==> src/rtl/wav_pcm_stream_parser_defines.svh <==
// ----------------------------------------------------------------------------
// wav pcm stream parser assertion macros
// concurrent assertion helpers, empty when SYNTH is defined
// ----------------------------------------------------------------------------
`ifndef WAV_PCM_STREAM_PARSER_DEFINES_SVH
`define WAV_PCM_STREAM_PARSER_DEFINES_SVH

`ifndef SYNTH
`define WPP_ASSERT_IMP(lbl, clk, rst_n, ante, cons) \
    lbl: assert property (@(posedge clk) disable iff (!rst_n) (ante) |-> (cons)) \
        else $error("assertion failed");
`define WPP_ASSERT_NEXT(lbl, clk, rst_n, ante, cons) \
    lbl: assert property (@(posedge clk) disable iff (!rst_n) (ante) |=> (cons)) \
        else $error("assertion failed");
`else
`define WPP_ASSERT_IMP(lbl, clk, rst_n, ante, cons)
`define WPP_ASSERT_NEXT(lbl, clk, rst_n, ante, cons)
`endif

`endif

==> src/rtl/wpp_pkg.sv <==
// ----------------------------------------------------------------------------
// wpp_pkg
// shared types and constants of the wav pcm stream parser
// ----------------------------------------------------------------------------
`default_nettype none

package wpp_pkg;

    localparam int unsigned MAX_SAMPLE_BYTES = 4;
    localparam int unsigned QUEUE_DEPTH      = 2;

    localparam logic [5:0] OFS_FORMAT_LO = 6'd20;
    localparam logic [5:0] OFS_FORMAT_HI = 6'd21;
    localparam logic [5:0] OFS_CHAN_LO   = 6'd22;
    localparam logic [5:0] OFS_CHAN_HI   = 6'd23;
    localparam logic [5:0] OFS_RATE_B0   = 6'd24;
    localparam logic [5:0] OFS_RATE_B1   = 6'd25;
    localparam logic [5:0] OFS_RATE_B2   = 6'd26;
    localparam logic [5:0] OFS_RATE_B3   = 6'd27;
    localparam logic [5:0] OFS_ALIGN_LO  = 6'd32;
    localparam logic [5:0] OFS_ALIGN_HI  = 6'd33;
    localparam logic [5:0] OFS_DEPTH_LO  = 6'd34;
    localparam logic [5:0] OFS_DEPTH_HI  = 6'd35;

    localparam logic [15:0] FORMAT_PCM    = 16'd1;
    localparam logic [23:0] MARKER_PREFIX = 24'h646174;
    localparam logic [7:0]  MARKER_LAST   = 8'h61;

    typedef enum logic [2:0] {
        PH_HEADER,
        PH_SEARCH,
        PH_SKIP,
        PH_SAMPLES,
        PH_HALT
    } t_phase;

    typedef enum logic [1:0] {
        ERR_NONE,
        ERR_FORMAT,
        ERR_CHANNELS,
        ERR_WIDTH
    } t_err;

    typedef enum logic {
        KIND_FRAME,
        KIND_ERROR
    } t_kind;

    typedef struct packed {
        t_kind       kind;
        t_err        err;
        logic [7:0]  data;
        logic        right_lane;
        logic [1:0]  lane;
        logic        first;
        logic        last;
        logic [15:0] chan;
        logic [31:0] rate;
        logic [15:0] depth;
    } t_cmd;

    typedef struct packed {
        t_kind       kind;
        logic [31:0] left;
        logic [31:0] right;
        logic [15:0] chan;
        logic [31:0] rate;
        logic [15:0] depth;
        t_err        err;
    } t_result;

endpackage

`default_nettype wire

==> src/rtl/wpp_in_if.sv <==
// ----------------------------------------------------------------------------
// wpp_in_if
// byte input channel of the wav pcm stream parser
// ----------------------------------------------------------------------------
`default_nettype none

interface wpp_in_if;
    logic       valid;
    logic       ready;
    logic [7:0] data_byte;
    logic       new_file;

    modport source (output valid, output data_byte, output new_file, input ready);
    modport sink (input valid, input data_byte, input new_file, output ready);
endinterface

`default_nettype wire

==> src/rtl/wpp_out_if.sv <==
// ----------------------------------------------------------------------------
// wpp_out_if
// result channel of the wav pcm stream parser
// ----------------------------------------------------------------------------
`default_nettype none

interface wpp_out_if;
    logic        valid;
    logic        ready;
    logic        kind;
    logic [31:0] left_sample;
    logic [31:0] right_sample;
    logic [15:0] channel_count;
    logic [31:0] rate_hz;
    logic [15:0] bits_per_sample;
    logic [1:0]  error_code;

    modport source (output valid, output kind, output left_sample, output right_sample,
                    output channel_count, output rate_hz, output bits_per_sample,
                    output error_code, input ready);
    modport sink (input valid, input kind, input left_sample, input right_sample,
                  input channel_count, input rate_hz, input bits_per_sample,
                  input error_code, output ready);
endinterface

`default_nettype wire

==> src/rtl/wav_pcm_stream_parser.sv <==
// ----------------------------------------------------------------------------
// wav_pcm_stream_parser
// wav byte stream parser: header check, data marker search, size skip and
// little-endian sample frame assembly
// ----------------------------------------------------------------------------
//  channel  dir  fields
//  i_in     in   data_byte[7:0], new_file
//  o_out    out  kind, left_sample[31:0], right_sample[31:0], channel_count[15:0],
//                rate_hz[31:0], bits_per_sample[15:0], error_code[1:0]
//
//  one byte accepted per cycle while the command queue is not full, set by the front end state update
//  a result goes from its byte through the queue register, then the output register
//  reset clears control state only, no clearing pass; new_file restarts a file
//  an output stall fills the two-entry command queue, then i_in.ready drops
// ----------------------------------------------------------------------------
`default_nettype none

module wav_pcm_stream_parser
    import wpp_pkg::*;
(
    input  wire logic i_clk,
    input  wire logic i_rst_n,
    wpp_in_if.sink    i_in,
    wpp_out_if.source o_out
);

    logic q_full;
    logic q_push;
    t_cmd q_in;
    logic q_valid;
    t_cmd q_head;
    logic q_pop;

    wpp_front u_front (
        .i_clk   (i_clk),
        .i_rst_n (i_rst_n),
        .i_in    (i_in),
        .i_full  (q_full),
        .o_push  (q_push),
        .o_cmd   (q_in)
    );

    wpp_cmd_queue u_queue (
        .i_clk   (i_clk),
        .i_rst_n (i_rst_n),
        .i_push  (q_push),
        .i_cmd   (q_in),
        .o_full  (q_full),
        .o_valid (q_valid),
        .o_cmd   (q_head),
        .i_pop   (q_pop)
    );

    wpp_back u_back (
        .i_clk   (i_clk),
        .i_rst_n (i_rst_n),
        .i_valid (q_valid),
        .i_cmd   (q_head),
        .o_pop   (q_pop),
        .o_out   (o_out)
    );

endmodule

`default_nettype wire

==> src/rtl/wpp_front.sv <==
// ----------------------------------------------------------------------------
// wpp_front
// per-byte parser: header capture and check, marker search, size skip,
// frame byte classification into commands for the back end
// ----------------------------------------------------------------------------
`default_nettype none

module wpp_front
    import wpp_pkg::*;
(
    input  wire logic i_clk,
    input  wire logic i_rst_n,
    wpp_in_if.sink    i_in,
    input  wire logic i_full,
    output logic      o_push,
    output t_cmd      o_cmd
);

    t_phase      r_phase, n_phase;
    logic [5:0]  r_hcnt, n_hcnt;
    logic [1:0]  r_skip, n_skip;
    logic [2:0]  r_fidx, n_fidx;
    logic [15:0] r_format, n_format;
    logic [15:0] r_chan, n_chan;
    logic [31:0] r_rate, n_rate;
    logic [15:0] r_align, n_align;
    logic [15:0] r_depth, n_depth;
    logic [23:0] r_window, n_window;
    logic [2:0]  r_bps, n_bps;

    logic        accept;
    t_phase      c_phase;
    logic [5:0]  c_hcnt;
    logic [7:0]  b;
    logic        hdr_last;
    logic [15:0] bps_full;
    t_err        hdr_err;
    logic        hit;
    logic        mono;
    logic [3:0]  frame_len;
    logic        is_left;
    logic [2:0]  rpos;
    logic        last;

    assign i_in.ready = !i_full;
    assign accept     = i_in.valid && !i_full;
    assign b          = i_in.data_byte;
    assign c_phase    = i_in.new_file ? PH_HEADER : r_phase;
    assign c_hcnt     = i_in.new_file ? 6'd0 : r_hcnt;
    assign hdr_last   = (c_hcnt == OFS_DEPTH_HI);
    assign hit        = (r_window == MARKER_PREFIX) && (b == MARKER_LAST);
    assign mono       = (r_chan == 16'd1);
    assign bps_full   = mono ? r_align : {1'b0, r_align[15:1]};

    always_comb begin
        priority if (r_format != FORMAT_PCM) begin
            hdr_err = ERR_FORMAT;
        end else if (r_chan == 16'd0 || r_chan > 16'd2) begin
            hdr_err = ERR_CHANNELS;
        end else if (bps_full == 16'd0 || bps_full > 16'(MAX_SAMPLE_BYTES)) begin
            hdr_err = ERR_WIDTH;
        end else begin
            hdr_err = ERR_NONE;
        end
    end

    assign frame_len = mono ? {1'b0, r_bps} : {r_bps, 1'b0};
    assign is_left   = (r_fidx < r_bps);
    assign rpos      = r_fidx - r_bps;
    assign last      = (({1'b0, r_fidx} + 4'd1) >= frame_len);

    always_comb begin
        n_phase = r_phase;
        if (accept) begin
            n_phase = c_phase;
            unique case (c_phase)
                PH_HEADER: begin
                    if (hdr_last) begin
                        n_phase = (hdr_err != ERR_NONE) ? PH_HALT : PH_SEARCH;
                    end
                end
                PH_SEARCH: begin
                    if (hit) begin
                        n_phase = PH_SKIP;
                    end
                end
                PH_SKIP: begin
                    if (r_skip == 2'd3) begin
                        n_phase = PH_SAMPLES;
                    end
                end
                PH_SAMPLES: n_phase = PH_SAMPLES;
                PH_HALT:    n_phase = PH_HALT;
                default:    n_phase = PH_HALT;
            endcase
        end
    end

    always_comb begin
        n_hcnt   = r_hcnt;
        n_skip   = r_skip;
        n_fidx   = r_fidx;
        n_format = r_format;
        n_chan   = r_chan;
        n_rate   = r_rate;
        n_align  = r_align;
        n_depth  = r_depth;
        n_window = r_window;
        n_bps    = r_bps;
        o_push   = 1'b0;
        o_cmd    = '0;
        if (accept) begin
            n_hcnt = c_hcnt;
            unique case (c_phase)
                PH_HEADER: begin
                    unique case (c_hcnt)
                        OFS_FORMAT_LO: n_format[7:0]  = b;
                        OFS_FORMAT_HI: n_format[15:8] = b;
                        OFS_CHAN_LO:   n_chan[7:0]    = b;
                        OFS_CHAN_HI:   n_chan[15:8]   = b;
                        OFS_RATE_B0:   n_rate[7:0]    = b;
                        OFS_RATE_B1:   n_rate[15:8]   = b;
                        OFS_RATE_B2:   n_rate[23:16]  = b;
                        OFS_RATE_B3:   n_rate[31:24]  = b;
                        OFS_ALIGN_LO:  n_align[7:0]   = b;
                        OFS_ALIGN_HI:  n_align[15:8]  = b;
                        OFS_DEPTH_LO:  n_depth[7:0]   = b;
                        OFS_DEPTH_HI:  n_depth[15:8]  = b;
                        default:       n_hcnt         = c_hcnt;
                    endcase
                    if (!hdr_last) begin
                        n_hcnt = c_hcnt + 6'd1;
                    end else if (hdr_err != ERR_NONE) begin
                        o_push      = 1'b1;
                        o_cmd.kind  = KIND_ERROR;
                        o_cmd.err   = hdr_err;
                        o_cmd.chan  = r_chan;
                        o_cmd.rate  = r_rate;
                        o_cmd.depth = {b, r_depth[7:0]};
                    end else begin
                        n_bps    = bps_full[2:0];
                        n_window = '0;
                    end
                end
                PH_SEARCH: begin
                    n_window = {r_window[15:0], b};
                    if (hit) begin
                        n_skip = 2'd0;
                    end
                end
                PH_SKIP: begin
                    if (r_skip == 2'd3) begin
                        n_fidx = 3'd0;
                    end else begin
                        n_skip = r_skip + 2'd1;
                    end
                end
                PH_SAMPLES: begin
                    o_push           = 1'b1;
                    o_cmd.kind       = KIND_FRAME;
                    o_cmd.err        = ERR_NONE;
                    o_cmd.data       = b;
                    o_cmd.right_lane = !is_left;
                    o_cmd.lane       = is_left ? r_fidx[1:0] : rpos[1:0];
                    o_cmd.first      = (r_fidx == 3'd0);
                    o_cmd.last       = last;
                    o_cmd.chan       = r_chan;
                    o_cmd.rate       = r_rate;
                    o_cmd.depth      = r_depth;
                    n_fidx           = last ? 3'd0 : r_fidx + 3'd1;
                end
                PH_HALT: n_hcnt = c_hcnt;
                default: n_hcnt = c_hcnt;
            endcase
        end
    end

    always_ff @(posedge i_clk) begin
        if (!i_rst_n) begin
            r_phase <= PH_HEADER;
            r_hcnt  <= '0;
            r_skip  <= '0;
            r_fidx  <= '0;
        end else begin
            r_phase <= n_phase;
            r_hcnt  <= n_hcnt;
            r_skip  <= n_skip;
            r_fidx  <= n_fidx;
        end
    end

    always_ff @(posedge i_clk) begin
        r_format <= n_format;
        r_chan   <= n_chan;
        r_rate   <= n_rate;
        r_align  <= n_align;
        r_depth  <= n_depth;
        r_window <= n_window;
        r_bps    <= n_bps;
    end

endmodule

`default_nettype wire

==> src/rtl/wpp_cmd_queue.sv <==
// ----------------------------------------------------------------------------
// wpp_cmd_queue
// short command queue between the parser front end and the sample back end
// ----------------------------------------------------------------------------
`default_nettype none

module wpp_cmd_queue
    import wpp_pkg::*;
(
    input  wire logic i_clk,
    input  wire logic i_rst_n,
    input  wire logic i_push,
    input  t_cmd      i_cmd,
    output logic      o_full,
    output logic      o_valid,
    output t_cmd      o_cmd,
    input  wire logic i_pop
);

    localparam int unsigned PTR_W = (QUEUE_DEPTH > 1) ? $clog2(QUEUE_DEPTH) : 1;
    localparam int unsigned CNT_W = $clog2(QUEUE_DEPTH + 1);

    t_cmd             r_mem [QUEUE_DEPTH];
    logic [PTR_W-1:0] r_wr, n_wr;
    logic [PTR_W-1:0] r_rd, n_rd;
    logic [CNT_W-1:0] r_count, n_count;
    logic             do_push;
    logic             do_pop;

    assign o_full  = (r_count == CNT_W'(QUEUE_DEPTH));
    assign o_valid = (r_count != '0);
    assign o_cmd   = r_mem[r_rd];
    assign do_push = i_push && !o_full;
    assign do_pop  = i_pop && o_valid;

    always_comb begin
        n_wr    = r_wr;
        n_rd    = r_rd;
        n_count = r_count;
        if (do_push) begin
            n_wr = (r_wr == PTR_W'(QUEUE_DEPTH - 1)) ? '0 : r_wr + PTR_W'(1);
        end
        if (do_pop) begin
            n_rd = (r_rd == PTR_W'(QUEUE_DEPTH - 1)) ? '0 : r_rd + PTR_W'(1);
        end
        if (do_push && !do_pop) begin
            n_count = r_count + CNT_W'(1);
        end else if (do_pop && !do_push) begin
            n_count = r_count - CNT_W'(1);
        end
    end

    always_ff @(posedge i_clk) begin
        if (!i_rst_n) begin
            r_wr    <= '0;
            r_rd    <= '0;
            r_count <= '0;
        end else begin
            r_wr    <= n_wr;
            r_rd    <= n_rd;
            r_count <= n_count;
        end
    end

    always_ff @(posedge i_clk) begin
        if (do_push) begin
            r_mem[r_wr] <= i_cmd;
        end
    end

endmodule

`default_nettype wire

==> src/rtl/wpp_back.sv <==
// ----------------------------------------------------------------------------
// wpp_back
// sample back end: ors frame bytes into left and right lanes, issues frames
// and error reports through the output register
// ----------------------------------------------------------------------------
`default_nettype none
`include "wav_pcm_stream_parser_defines.svh"

module wpp_back
    import wpp_pkg::*;
(
    input  wire logic  i_clk,
    input  wire logic  i_rst_n,
    input  wire logic  i_valid,
    input  t_cmd       i_cmd,
    output logic       o_pop,
    wpp_out_if.source  o_out
);

    logic [31:0] r_left, n_left;
    logic [31:0] r_right, n_right;
    logic        r_out_valid, n_out_valid;
    t_result     r_out, n_out;

    logic        emits;
    logic        out_free;
    logic [31:0] shifted;
    logic [31:0] base_l;
    logic [31:0] base_r;

    assign emits    = (i_cmd.kind == KIND_ERROR) || i_cmd.last;
    assign out_free = !r_out_valid || o_out.ready;
    assign o_pop    = i_valid && (!emits || out_free);
    assign shifted  = {24'd0, i_cmd.data} << {i_cmd.lane, 3'b000};
    assign base_l   = i_cmd.first ? 32'd0 : r_left;
    assign base_r   = i_cmd.first ? 32'd0 : r_right;

    always_comb begin
        n_left      = r_left;
        n_right     = r_right;
        n_out       = r_out;
        n_out_valid = r_out_valid && !o_out.ready;
        if (o_pop) begin
            if (i_cmd.kind == KIND_FRAME) begin
                n_left  = i_cmd.right_lane ? base_l : (base_l | shifted);
                n_right = i_cmd.right_lane ? (base_r | shifted) : base_r;
            end
            if (emits) begin
                n_out_valid = 1'b1;
                n_out.kind  = i_cmd.kind;
                n_out.chan  = i_cmd.chan;
                n_out.rate  = i_cmd.rate;
                n_out.depth = i_cmd.depth;
                n_out.err   = i_cmd.err;
                if (i_cmd.kind == KIND_ERROR) begin
                    n_out.left  = 32'd0;
                    n_out.right = 32'd0;
                end else begin
                    n_out.left  = n_left;
                    n_out.right = (i_cmd.chan == 16'd1) ? n_left : n_right;
                end
            end
        end
    end

    always_ff @(posedge i_clk) begin
        if (!i_rst_n) begin
            r_out_valid <= 1'b0;
        end else begin
            r_out_valid <= n_out_valid;
        end
    end

    always_ff @(posedge i_clk) begin
        r_left  <= n_left;
        r_right <= n_right;
        r_out   <= n_out;
    end

    assign o_out.valid           = r_out_valid;
    assign o_out.kind            = logic'(r_out.kind);
    assign o_out.left_sample     = r_out.left;
    assign o_out.right_sample    = r_out.right;
    assign o_out.channel_count   = r_out.chan;
    assign o_out.rate_hz         = r_out.rate;
    assign o_out.bits_per_sample = r_out.depth;
    assign o_out.error_code      = 2'(r_out.err);

    `WPP_ASSERT_IMP(a_err_zero, i_clk, i_rst_n,
        r_out_valid && r_out.kind == KIND_ERROR,
        r_out.left == 32'd0 && r_out.right == 32'd0 && r_out.err != ERR_NONE)
    `WPP_ASSERT_IMP(a_mono_copy, i_clk, i_rst_n,
        r_out_valid && r_out.kind == KIND_FRAME && r_out.chan == 16'd1,
        r_out.right == r_out.left && r_out.err == ERR_NONE)
    `WPP_ASSERT_NEXT(a_issue_fill, i_clk, i_rst_n, o_pop && emits, r_out_valid)

endmodule

`default_nettype wire

==> src/flat_wrapper.sv <==
// flat-port wrapper written by rule: the top's interface ports become plain ports
module wav_pcm_stream_parser_flat import wpp_pkg::*;
  (i_clk, i_rst_n, i_in_valid, i_in_data_byte, i_in_new_file, i_in_ready, o_out_valid, o_out_kind, o_out_left_sample, o_out_right_sample, o_out_channel_count, o_out_rate_hz, o_out_bits_per_sample, o_out_error_code, o_out_ready);
  wpp_in_if i_in_i ();
  wpp_out_if o_out_i ();
  input  wire logic i_clk;
  input  wire logic i_rst_n;
  input wire logic [$bits(i_in_i.valid)-1:0] i_in_valid;
  input wire logic [$bits(i_in_i.data_byte)-1:0] i_in_data_byte;
  input wire logic [$bits(i_in_i.new_file)-1:0] i_in_new_file;
  output wire logic [$bits(i_in_i.ready)-1:0] i_in_ready;
  output wire logic [$bits(o_out_i.valid)-1:0] o_out_valid;
  output wire logic [$bits(o_out_i.kind)-1:0] o_out_kind;
  output wire logic [$bits(o_out_i.left_sample)-1:0] o_out_left_sample;
  output wire logic [$bits(o_out_i.right_sample)-1:0] o_out_right_sample;
  output wire logic [$bits(o_out_i.channel_count)-1:0] o_out_channel_count;
  output wire logic [$bits(o_out_i.rate_hz)-1:0] o_out_rate_hz;
  output wire logic [$bits(o_out_i.bits_per_sample)-1:0] o_out_bits_per_sample;
  output wire logic [$bits(o_out_i.error_code)-1:0] o_out_error_code;
  input wire logic [$bits(o_out_i.ready)-1:0] o_out_ready;
  assign i_in_i.valid = i_in_valid;
  assign i_in_i.data_byte = i_in_data_byte;
  assign i_in_i.new_file = i_in_new_file;
  assign i_in_ready = i_in_i.ready;
  assign o_out_valid = o_out_i.valid;
  assign o_out_kind = o_out_i.kind;
  assign o_out_left_sample = o_out_i.left_sample;
  assign o_out_right_sample = o_out_i.right_sample;
  assign o_out_channel_count = o_out_i.channel_count;
  assign o_out_rate_hz = o_out_i.rate_hz;
  assign o_out_bits_per_sample = o_out_i.bits_per_sample;
  assign o_out_error_code = o_out_i.error_code;
  assign o_out_i.ready = o_out_ready;
  wav_pcm_stream_parser u_core (.i_clk(i_clk), .i_rst_n(i_rst_n), .i_in(i_in_i), .o_out(o_out_i));
endmodule
==> config.mk <==
export PLATFORM = sky130hd
export DESIGN_NAME = wav_pcm_stream_parser_flat
export DESIGN_NICKNAME = d
export VERILOG_FILES = /design/src/rtl/wpp_pkg.sv /design/src/rtl/wpp_in_if.sv /design/src/rtl/wpp_out_if.sv /design/src/rtl/wav_pcm_stream_parser.sv /design/src/rtl/wpp_front.sv /design/src/rtl/wpp_cmd_queue.sv /design/src/rtl/wpp_back.sv /design/src/flat_wrapper.sv
export VERILOG_INCLUDE_DIRS = /design/src /design/src/rtl
export SDC_FILE = /design/constraint.sdc
export NUM_CORES = 1
export LEC_CHECK = 0
export BUFFER_PORTS_ARGS = -buffer_cell sky130_fd_sc_hd__buf_2
export CAP_MARGIN = 10
export CORE_MARGIN = 8
export CORE_UTILIZATION = 30
export CTS_CLUSTER_SIZE = 25
export DETAILED_ROUTE_END_ITERATION = 12
export PLACE_DENSITY = 0.57
export SYNTH_ARGS = -nofsm -noshare
export SYNTH_HDL_FRONTEND = slang
export SYNTH_SLANG_ARGS = --single-unit
==> constraint.sdc <==
create_clock -name i_clk -period 10.2 [get_ports i_clk]
set_input_delay 0.51 -clock i_clk [delete_from_list [all_inputs] [get_ports i_clk]]
set_output_delay 0.51 -clock i_clk [all_outputs]
set_load 0.1 [all_outputs]
Word level (Yosys, flattened, before mapping) --
Memories as Yosys holds them, arrays and structs flattened. A register that Yosys moved wholly into a read port is not among the register bits. Cells that the tools add are included.
Cells by class: multiplexer cells 53, shift-type cells 1, reductions and logical operators 47, order comparisons 4, bitwise operators 3, equality and inequality tests 27, add/sub/neg operators 9
Operator list (number):
- $mux 32 | 7
- $mux 64 | 2
- $pmux 64 s2 | 1
- $mux 80 | 1
- $or 32x32->32 | 2
- $eq 6x5->1 const B | 8
- $mux 24 | 2
- $pmux 24 s2 | 1
- $reduce_and 3->1 | 13
- $eq 16x1->1 const B | 2
- $logic_not 16->1 | 2
- $shl 8x5->32 | 1
- $mux 3 | 10
- $eq 24x23->1 const B | 1
- $eq 6x6->1 const B | 4
- $mux 6 | 3
- $gt 16x2->1 const B | 1
- $gt 16x3->1 const B | 1
- $mux 16 | 1
- $mux 2 | 8
- $ne 16x1->1 const B | 1
- $mux 13 | 1
- $pmux 3 s4 | 1
- $reduce_and 4->1 | 3
- 26 further kinds | 67
Storage, ports and cells: input port bits 13, word-level logic and storage cells 176, output and inout bits 133, bits in writable memories 160, memories 1, bits in registers 337
Memories:
- u_core.u_queue.r_mem | words 2, width 80, read ports 1, clocked after memory_dff 1, write ports 1, RTL line wpp_cmd_queue.sv:23 | t_cmd r_mem [QUEUE_DEPTH];

Logic depth before layout (Yosys ltp) --
Gate-level depths: netlist of run 1.
word-level depth 17, gate-level depth with buffers 16

Hierarchy --
Synthesis of run 1 repeated with hierarchy kept, for this count alone.
Second synthesis, totals: cells, all modules 1278, area, all modules 20334.5 um2
By module, submodules not included:
- wpp_back | sequential area each 5875.6 um2, cells an instance 526, area each 8067.7 um2, times used 1
- wpp_front | sequential area each 3973.8 um2, cells an instance 478, area each 6229.7 um2, times used 1
- wpp_cmd_queue | sequential area each 4904.7 um2, cells an instance 274, area each 6037.0 um2, times used 1

Least setup slack after synthesis of run 1 --
No wires, ideal clock.
path kind register -> register, from register u_core.u_queue.r_count[0], to memory u_core.u_queue.r_mem[1][0] in the netlist's numbering, enable pin, cell stages (with the launch flop) 8, library setup time 0.640 ns, arrival 8.312 ns, path slack 1.247 ns, buffers on the path 1, path through dfxtp_1 > nand2b_1 > o211ai_1 > or2_2 > inv_2 > o41ai_4 > buf_6 > a21boi_0
On the way: word-level cells in the longest chain between the ends 7
RTL lines:
- start: declaration | RTL line wpp_cmd_queue.sv:26 | logic [CNT_W-1:0] r_count, n_count;
- start signal: assignment | RTL line wpp_cmd_queue.sv:61 | r_count <= n_count;
- $eq 2x2->1 (*) | RTL line wpp_cmd_queue.sv:30 | assign o_full = (r_count == CNT_W'(QUEUE_DEPTH));
- $logic_not 1->1 (*)
- net i_in_ready | RTL line flat_wrapper.sv:11 | output wire logic [$bits(i_in_i.ready)-1:0] i_in_ready;
- $logic_and 1x1->1 | RTL line wpp_front.sv:46 | assign accept = i_in.valid && !i_full;
- $mux 1 | RTL line wpp_front.sv:112 | if (accept) begin
- $logic_and 1x1->1 (*) | RTL line wpp_cmd_queue.sv:33 | assign do_push = i_push && !o_full;
- $mux 1 (*) | RTL line wpp_cmd_queue.sv:66 | if (do_push) begin
- $mux 1 (implied by the code) (*) | RTL line wpp_cmd_queue.sv:67 | r_mem[r_wr] <= i_cmd;
- end: declaration | RTL line wpp_cmd_queue.sv:23
The timed path passes the listed nets; every way through them passes the cells marked *.

Worst setup path after layout of run 1 --
from register u_core.u_front.r_phase[1], to memory u_core.u_queue.r_mem[1][27] in the netlist's numbering, enable pin
On the way: word-level cells in the longest chain between the ends 7, elaborated cells on any way between the ends 8, those cells by class 1 x eq/ne; 5 x mux; 2 x reduce/logical
RTL lines:
- start: declaration | RTL line wpp_front.sv:19 | t_phase r_phase, n_phase;
- start signal: assignment | RTL line wpp_front.sv:185 | r_phase <= n_phase;
- $mux 3 (*) | RTL line wpp_front.sv:48 | assign c_phase = i_in.new_file ? PH_HEADER : r_phase;
- $eq 3x2->1 / $logic_not 3->1 (equally long branches) | RTL line wpp_front.sv:114 | unique case (c_phase)
- $pmux 1 s2 (*) | RTL line wpp_front.sv:114
- $mux 1 (*) | RTL line wpp_front.sv:112
- $logic_and 1x1->1 (*) | RTL line wpp_cmd_queue.sv:33
- $mux 1 (*) | RTL line wpp_cmd_queue.sv:66
- $mux 1 (implied by the code) (*) | RTL line wpp_cmd_queue.sv:67
Every way passes the cells marked *; elsewhere a longest branch is shown, timed or not.

==> results.cfg, run 1 <==
[outcome]
status = complete, no violations

[power]
intPower_mw = 3.24
p_total_mw = 4.03
p_per_area_nw_per_um2 = 175
pwr-share-clk_pct = 44.6
vdd_ir_drop_max_mv = 0.127
pwr-share-seq_pct = 54.8
switchingPower_mw = 0.792
p_leak_nw = 6.88
switching_share_pct = 19.6
comb_power_share_pct = 0.6

[synthesis]
muxShareOfSynthArea_pct = 6.01
synth_fp_nets = 1254
synth_xor_area_share_pct = 0.309
synth_edf_count = 478
synth-seq-cells = 498
synth_area_um2 = 19800
synth-main-ff-cell = edfxtp_1
synth_fa_ha_area_share_pct = 0.946
async_flop_share_pct = 0
synth_seq_area_share_pct = 74.4
synth_cells = 1226
ys_types = 64
synth-compound-area-share_pct = 9.42
synth_top_family_by_area = compound AO/OA/AOI/OAI gates
ys_warn_count = 0
syn_avg_cell_area_um2 = 16.2
yosys.area_share.simple_pct = 6.48

[die]
die_y_um = 273
rows = 94
ioPinCount = 146
die_area_um2 = 74600
fp.coreArea_um2 = 65600
floorplan.initialDensity_pct = 30.2
dieWidth_um = 273

[min_path]
hold_path_end = u_core.u_front.r_phase[0]
min_path_type = in2reg
whs_path_depth = 2
hp-start = i_rst_n

[sta]
slew_headroom_pct = 28.4
skew_ps = 14.8
setup_viol = 0
rsz0062_at_grt = no
whs_ps = 261
worst_pin_slew_ps = 1070
fin_crit_ps = 4310
fmax_mhz = 232
final_max_slew_viol_count = 0
finalCritPeriodShare_pct = 42.3
finalSetupTns_ps = 0
final_hold_viol_count = 0

[setup_path]
worstPathMaxFanout = 60
start_kind = flop
max_stage_delay_ps = 760
r2r_start = u_core.u_front.r_phase[1]
crit_slowest_cell = buf_4
crit_required_ps = 10400
path_common_cell = buf_4
r2r_end = u_core.u_queue.r_mem[1][27]
r2r_cells = 8
critical_path_class = reg2reg
arrival_ps = 4520
path_cells = nor3_1 -> o211ai_1 -> or2_2 -> inv_2 -> o41ai_4 -> buf_4 -> a21boi_4 -> buf_4
rrSetupSlack_ps = 5890
endpoint_kind = flop

[detailed_routing]
finalWirelength_um = 45300
dr.pass1.iters = 5
drc = 0
avgRoutedWirePerCell_um = 20.0
vias_per_cell = 4.88
num_vias = 11000
postRouteAntennaNets = 0
drt_iter0_markers = 890

[global_route]
track_usage_pct = 11.7
grt_pass1_vias = 11300
grt_max_degree = 100
antenna_found_initial = 1
grt_pass1_wl_um = 69300
grt-ovfl-total = 0

[final_layout]
nFillCells = 6227
postLayoutCoreUtil_pct = 35.2
num-nets-final = 1388
antenna_cells = 0
drive_gt1_share_pct = 24.0
area_growth_pct = 16.5

[clock_network]
path_clk_slew_ps = 60
clk_latency_ps = 580
cts.path.max_buffers = 3
cts_max_level = 2
cts_tree = done
cts_root_buf = clkbuf_16
cts_resized = 0
post_cts_buffers = 0
holdBufCountCts = 0
cts.sinks = 498
cts_made_buffers = 49

[run]
max-cap-violations = 0

[place]
io_buffer_count = 145
place.gp.congestion = 0.795
dpl.hpwl_um = 28100
[cells in the final DEF, fill, tap and decap left out, drive strengths merged, types with 2 or more instances in the layout]
cell	synthesis	final
nand4	5	5
nand2b	7	7
o32ai	2	2
bufinv	0	4
a211oi	11	11
nor2b	5	5
buf	18	164
a31oi	4	4
nor2	103	103
mux2	78	78
clkinv	0	18
o2111ai	3	3
a32oi	40	40
nand3	8	8
nor4	17	17
nor3	17	17
or3b	2	2
o21a	6	6
xnor2	2	2
nand2	26	26
edfxtp	478	478
or2	3	3
a21oi	14	14
and4	3	3
a21boi	57	57
or4	2	2
a32o	57	57
nor4bb	3	3
xor2	5	5
or3	3	3
and2	29	29
o21ai	18	18
clkbuf	64	64
nor4b	8	8
ha	15	15
and3	6	6
mux2i	31	31
o211ai	3	3
dfxtp	20	20
inv	35	39
[sequential cells by signal, summed over array words and instances, names as in the netlist, 3 cells and up, named ones only]
register and flops:
u_core.u_front.r_rate 32, u_core.u_back.o_out.left_sample 32, u_core.u_back.r_left 32, u_core.u_back.o_out.channel_count 16, u_core.u_front.r_depth 16, u_core.u_front.r_chan 16
u_core.u_back.o_out.rate_hz 32, u_core.u_back.o_out.bits_per_sample 16, u_core.u_front.r_phase 3, u_core.u_front.r_bps 3, u_core.u_front.r_window 24, u_core.u_back.r_right 32
u_core.u_queue.r_mem 160, u_core.u_front.r_format 16, u_core.u_front.r_hcnt 6, u_core.u_front.r_align 16, u_core.u_front.r_fidx 3, u_core.u_back.o_out.right_sample 32
[cell type report]
cell class	count	area, µm²	share of cell area, %
sequential	498	14800	63.8
timing repair buffer	165	888	3.84
inverter	35	131	0.568
clock inverter	27	295	1.28
tap	864	1080	4.68
multi-input combinational	611	4640	20.1
clock buffer	63	1320	5.71
[kinds of logic after synthesis]
group / after synthesis
fa+ha+maj: 15
compound gates: 229
mux: 109
buf+inv: 117
simple gates: 251
flops: 498
xor+xnor: 7
[through the flow]
step | area [µm²] | std cells | setup WS [ps]
finish | 23100 | 2263 | 5890
global route | 23100 | 2263 | 5580
CTS | 23100 | 2262 | 5880
detailed placement | 21500 | 2172 | 5800
global placement | 21500 | 2172 | 5930
floorplan | 19800 | 1226 | 1250
[critical path: cells and delay by family, from the launching register on]
kind,cells,cell delay [ps]
buf+inv,3,1250
compound gates,3,1120
flops,1,480
simple gates,2,970
[worst max path at each step]
stage | from | to | slack [ps] | cells after the start
4_1_cts | u_core.u_front.r_phase[1] | u_core.u_queue.r_mem[1][60] | 5880 | 8
3_3_place_gp | i_in_new_file | u_core.u_queue.r_mem[1][6] | 5930 | 11
2_1_floorplan | u_core.u_queue.r_count[0] | u_core.u_queue.r_mem[1][0] | 1250 | 7
6_report | u_core.u_front.r_phase[1] | u_core.u_queue.r_mem[1][27] | 5890 | 8
5_1_grt | u_core.u_front.r_phase[1] | u_core.u_queue.r_mem[1][27] | 5580 | 8
3_5_place_dp | i_in_new_file | u_core.u_queue.r_mem[1][38] | 5800 | 11
[power groups by stage]
| stage | clock network (mW) | registers, mW | logic (mW) |
|---|---|---|---|
| floorplan | 0 | 2.26 | 0.00794 |
| global placement | 0 | 2.26 | 0.0246 |
| detailed placement | 0 | 2.26 | 0.0248 |
| CTS | 1.84 | 2.21 | 0.0248 |
| global route | 1.92 | 2.21 | 0.0263 |
| finish | 1.80 | 2.21 | 0.0245 |
[routing by layer]
metal  wire (µm)  global-route usage, %
met4         934                   3.33
met5           0                      0
met2       22900                   20.4
met1       19600                   15.2
met3        1870                   1.60
[synthesized netlist by cell type (all sizes together), types with 7 or more instances]
cell | count | area [µm²]
o21ai | 18 | 90.1
buf | 18 | 111
a211oi | 11 | 82.6
nor2 | 103 | 387
nor3 | 17 | 85.1
and2 | 29 | 181
nand3 | 8 | 40.0
dfxtp | 20 | 400
nor4 | 17 | 119
mux2i | 31 | 314
nand2b | 7 | 43.8
edfxtp | 478 | 14400
a32o | 57 | 571
nor4b | 8 | 70.1
clkbuf | 64 | 245
mux2 | 78 | 878
a32oi | 40 | 350
inv | 35 | 131
a21oi | 14 | 70.1
a21boi | 57 | 428
ha | 15 | 188
nand2 | 26 | 97.6
Note: power is estimated with default switching activity, not from simulation.
==> inputs of run 2 (changes only) <==
Clock period 10.2 ns to 4.5 ns, I/O delays scaled along.
==> results.cfg, run 2 (synthesized netlist as in run 1, its figures left out) <==
[outcome]
status = complete, no violations

[setup_path]
arrival_ps = 3730
max_stage_delay_ps = 540
path_cells = nor3_1 -> o211ai_1 -> or2_2 -> inv_2 -> o41ai_4 -> buf_4 -> a21boi_4 -> buf_12
crit_slowest_cell = nor3_1
endpoint_kind = flop
crit_required_ps = 4730
critical_path_class = reg2reg
worstPathMaxFanout = 80
path_buf_inv = 3
start_kind = flop
path_delay_family = simple AND/OR/NAND/NOR gates

[global_route]
grt_max_degree = 81
track_usage_pct = 11.8
grt_pass1_wl_um = 69100
grt-ovfl-total = 0
antenna_found_initial = 1
grt_pass1_vias = 11500

[sta]
final_hold_viol_count = 0
whs_ps = 90.6
fin_crit_ps = 3500
worst_pin_slew_ps = 974
setup_ws_ps = 1000
skew_ps = 18.8
setup_viol = 0
final_max_slew_viol_count = 0
finalCritPeriodShare_pct = 77.7
fmax_mhz = 286
slew_headroom_pct = 35.1
rsz0062_at_grt = no

[clock_network]
cts_max_level = 2
cts_made_buffers = 49
cts_tree = done
cts.path.max_buffers = 3
clk_latency_ps = 600
cts_root_buf = clkbuf_16
cts.sinks = 498
path_clk_slew_ps = 60

[detailed_routing]
finalWirelength_um = 45300
num_vias = 11100
drt_iter0_markers = 939
vias_per_cell = 4.90
postRouteAntennaNets = 0
avgRoutedWirePerCell_um = 19.9
drc = 0
dr.pass1.iters = 5

[place]
place_ws_ps = 1080
place.gp.congestion = 0.781
dpl.hpwl_um = 28700
numPlacedInstances = 2179
io_buffer_count = 145
placed_cell_area_um2 = 21600

[die]
die_y_um = 273
floorplan.initialDensity_pct = 30.2
rows = 94
fp.coreArea_um2 = 65600
ioPinCount = 146
dieWidth_um = 273
die_area_um2 = 74600

[final_layout]
largest_register = u_core.u_queue.r_mem
area_growth_pct = 16.9
seqCellArea_um2 = 14800
largest_register_ffs = 160
layout_common_cells = 478 x edfxtp_1, 145 x buf_2, 102 x nor2_1
multiInputGateArea_um2 = 4650
num-nets-final = 1397
nFillCells = 6237
design_area_um2 = 23200
layout_commonest_cell = edfxtp_1
drive_gt1_share_pct = 24.3
final_cells = 2274
antenna_cells = 0

[power]
p_total_mw = 9.02
p_leak_nw = 7.53
p_per_area_nw_per_um2 = 389
vdd_ir_drop_max_mv = 0.249

[min_path]
min_path_type = in2reg

[run]
max-cap-violations = 0
[run 2: repair_timing]
item | CTS | global route
hold buffers | 2 | 0
gates resized for setup | 0 | 0
setup buffers | 0 | 0
endpoints found under the hold margin | 4 | 0
[run 2: area by class of cell]
class / instances / share of cell area, %
clock buffer: 60 / 5.47
clock inverter: 32 / 1.19
inverter: 35 / 0.567
multi-input combinational: 611 / 20.0
sequential: 498 / 63.7
tap: 864 / 4.66
timing repair buffer: 174 / 4.41
[run 2: worst paths after layout]
check,startpoint,endpoint,slack (ps),cells past startpoint
setup / recovery,u_core.u_front.r_phase[1],u_core.u_queue.r_mem[1][25],1000,8
hold / removal,i_in_data_byte[2],u_core.u_front.r_rate[18],90,1
setup reg to reg,u_core.u_front.r_phase[1],u_core.u_queue.r_mem[1][25],1000,8
hold reg to reg,u_core.u_front.r_skip[0],u_core.u_front.r_skip[0],470,1
[run 2: power breakdown]
group | internal, mW | leakage (nW) | switching, mW
clock network | 2.20 | 0.764 | 1.75
registers | 5.01 | 4.29 | 0.000820
logic | 0.0109 | 2.47 | 0.0470
total | 7.23 | 7.53 | 1.79
[run 2: stage by stage]
stage	util, %	setup TNS [ps]
after floorplan	-	-48460
after global placement	32.9	0
after detailed placement	32.9	0
after CTS	35.3	0
after global routing	35.3	0
final	35.3	0
[run 2: layer usage]
layer / share of wire, % / up-vias / global-route usage, %
li1: - / 5119 / -
met1: 43 / 5677 / 14.8
met2: 50 / 291 / 20.5
met3: 4.5 / 59 / 2.09
met4: 2.2 / 2 / 3.83
met5: 0.029 / - / 0
==> inputs of run 3 (changes only) <==
Settings changed: PLACE_DENSITY 0.57 to 0.59.
Clock period 4.5 ns to 3.1 ns, I/O delays scaled along.
==> results.cfg, run 3 (synthesized netlist as in run 1, its figures left out) <==
[clock_network]
cts_root_buf = clkbuf_16
cts.path.max_buffers = 3
cts.sinks = 498
cts_max_level = 2
clk_latency_ps = 570
path_clk_slew_ps = 60
cts_made_buffers = 48
cts_tree = done

[setup_path]
r2r_cells = 7
rrSetupSlack_ps = 200
path_common_cell = buf_4
crit_end = u_core.u_queue.r_mem[0][0]
worstPathMaxFanout = 39
start_kind = flop
arrival_ps = 3160
endpoint_kind = flop
max_stage_delay_ps = 510
crit_slowest_cell = o41ai_4
path_cells = nor4_2 -> and4_4 -> mux2i_4 -> o41ai_4 -> buf_4 -> buf_4 -> a21boi_0
critical_path_class = reg2reg
cp-startpoint = u_core.u_front.r_chan[2]
crit_required_ps = 3360
r2r_end = u_core.u_queue.r_mem[0][0]
r2r_start = u_core.u_front.r_chan[2]

[place]
place.gp.congestion = 0.758
io_buffer_count = 145
numPlacedInstances = 2193
dpl.hpwl_um = 28600
placed_cell_area_um2 = 21800

[final_layout]
design_area_um2 = 23400
drive_gt1_share_pct = 25.3
nFillCells = 6244
largest_register_ffs = 160
layout_commonest_cell = edfxtp_1
num-nets-final = 1410
area_growth_pct = 17.8
antenna_cells = 0
largest_register = u_core.u_queue.r_mem
final_cells = 2285
layout_common_cells = 478 x edfxtp_1, 145 x buf_2, 102 x nor2_1

[die]
die_y_um = 273
die_area_um2 = 74600
fp.coreArea_um2 = 65600
rows = 94
dieWidth_um = 273
floorplan.initialDensity_pct = 30.2
ioPinCount = 146

[global_route]
grt_max_degree = 73
antenna_found_initial = 2
gr-max-usage-layer = met2
use_met1_pct = 14.9
met2_usage_pct = 20.1
grt-ovfl-total = 0
use_met3_pct = 2.01
track_usage_pct = 11.7
grt_pass1_vias = 11600
grt_pass1_wl_um = 69000

[detailed_routing]
postRouteAntennaNets = 0
num_vias = 11100
avgRoutedWirePerCell_um = 19.8
vias_per_cell = 4.87
drt_iter0_markers = 765
dr.pass1.iters = 5
finalWirelength_um = 45300
drc = 0

[sta]
whs_ps = 45.6
worst_pin_slew_ps = 1020
finalCritPeriodShare_pct = 93.4
fmax_mhz = 345
final_hold_viol_count = 0
final_max_slew_viol_count = 0
skew_ps = 23.7
slew_headroom_pct = 31.8
fin_crit_ps = 2900
rsz0062_at_grt = no
setup_viol = 0

[outcome]
status = complete, no violations

[power]
intPower_mw = 10.5
comb_power_share_pct = 0.7
switching_share_pct = 19.3
pwr-share-clk_pct = 43.4
switchingPower_mw = 2.52
p_leak_nw = 7.37
p_per_area_nw_per_um2 = 557
vdd_ir_drop_max_mv = 0.389
pwr-share-seq_pct = 55.9
p_total_mw = 13.0

[run]
max-cap-violations = 0

[min_path]
whs_path_depth = 1
min_path_type = in2reg
## run 3: what timing repair did
action | 4_1_cts | 5_1_grt
hold buffers | 2 | 0
endpoints found under the hold margin | 4 | 0
setup endpoints to repair | 0 | 79
buffers inserted | 0 | 1
gates resized for setup | 0 | 2
## run 3: layer usage
layer | wire [µm] | share of wire, %
met1 | 19500 | 43
met2 | 22600 | 50
met3 | 1930 | 4.3
met4 | 1260 | 2.8
met5 | 11 | 0.024
## run 3: how the worst min path moves through the flow
stage,endpoint,slack (ps),startpoint
2_1_floorplan,u_core.u_front.r_align[0],250,i_in_data_byte[0]
3_3_place_gp,u_core.u_front.r_skip[0],440,u_core.u_front.r_skip[0]
3_5_place_dp,u_core.u_front.r_skip[0],470,u_core.u_front.r_skip[0]
4_1_cts,u_core.u_front.r_phase[2],50,i_in_new_file
5_1_grt,u_core.u_front.r_rate[4],50,i_in_data_byte[4]
6_report,u_core.u_front.r_rate[4],50,i_in_data_byte[4]
## run 3: area by class of cell
type,count,area (µm²),area share [%]
clock buffers,62,1300,5.54
repair buffers,188,1170,4.99
flip-flops and latches,498,14800,63.1
clock inverters,27,214,0.915
multi-input cells,611,4720,20.2
inverters,35,136,0.583
well taps,864,1080,4.62
## run 3: critical path, delay by kind of cell, from the launching register on
kind                   cells  cell delay, ps
AND/OR/NAND/NOR            2             740
buffers and inverters      2             560
flip-flops                 1             410
AO/OA/AOI/OAI              2             730
multiplexers               1             130
## run 3: per-stage QoR
step	worst slack (ps)	TNS [ps]	util, %
global route	21.7	0	35.6
finish	204	0	35.6
CTS	98.8	0	35.6
floorplan	-566	-140750	-
global placement	207	0	33.3
detailed placement	143	0	33.3
## run 3: power by group through the flow
stage / sequential, mW / combinational [mW] / clock (mW)
floorplan: 7.42 / 0.0284 / 0
global placement: 7.42 / 0.0904 / 0
detailed placement: 7.42 / 0.0911 / 0
CTS: 7.28 / 0.0934 / 5.80
global route: 7.27 / 0.0979 / 6.02
finish: 7.28 / 0.0903 / 5.65
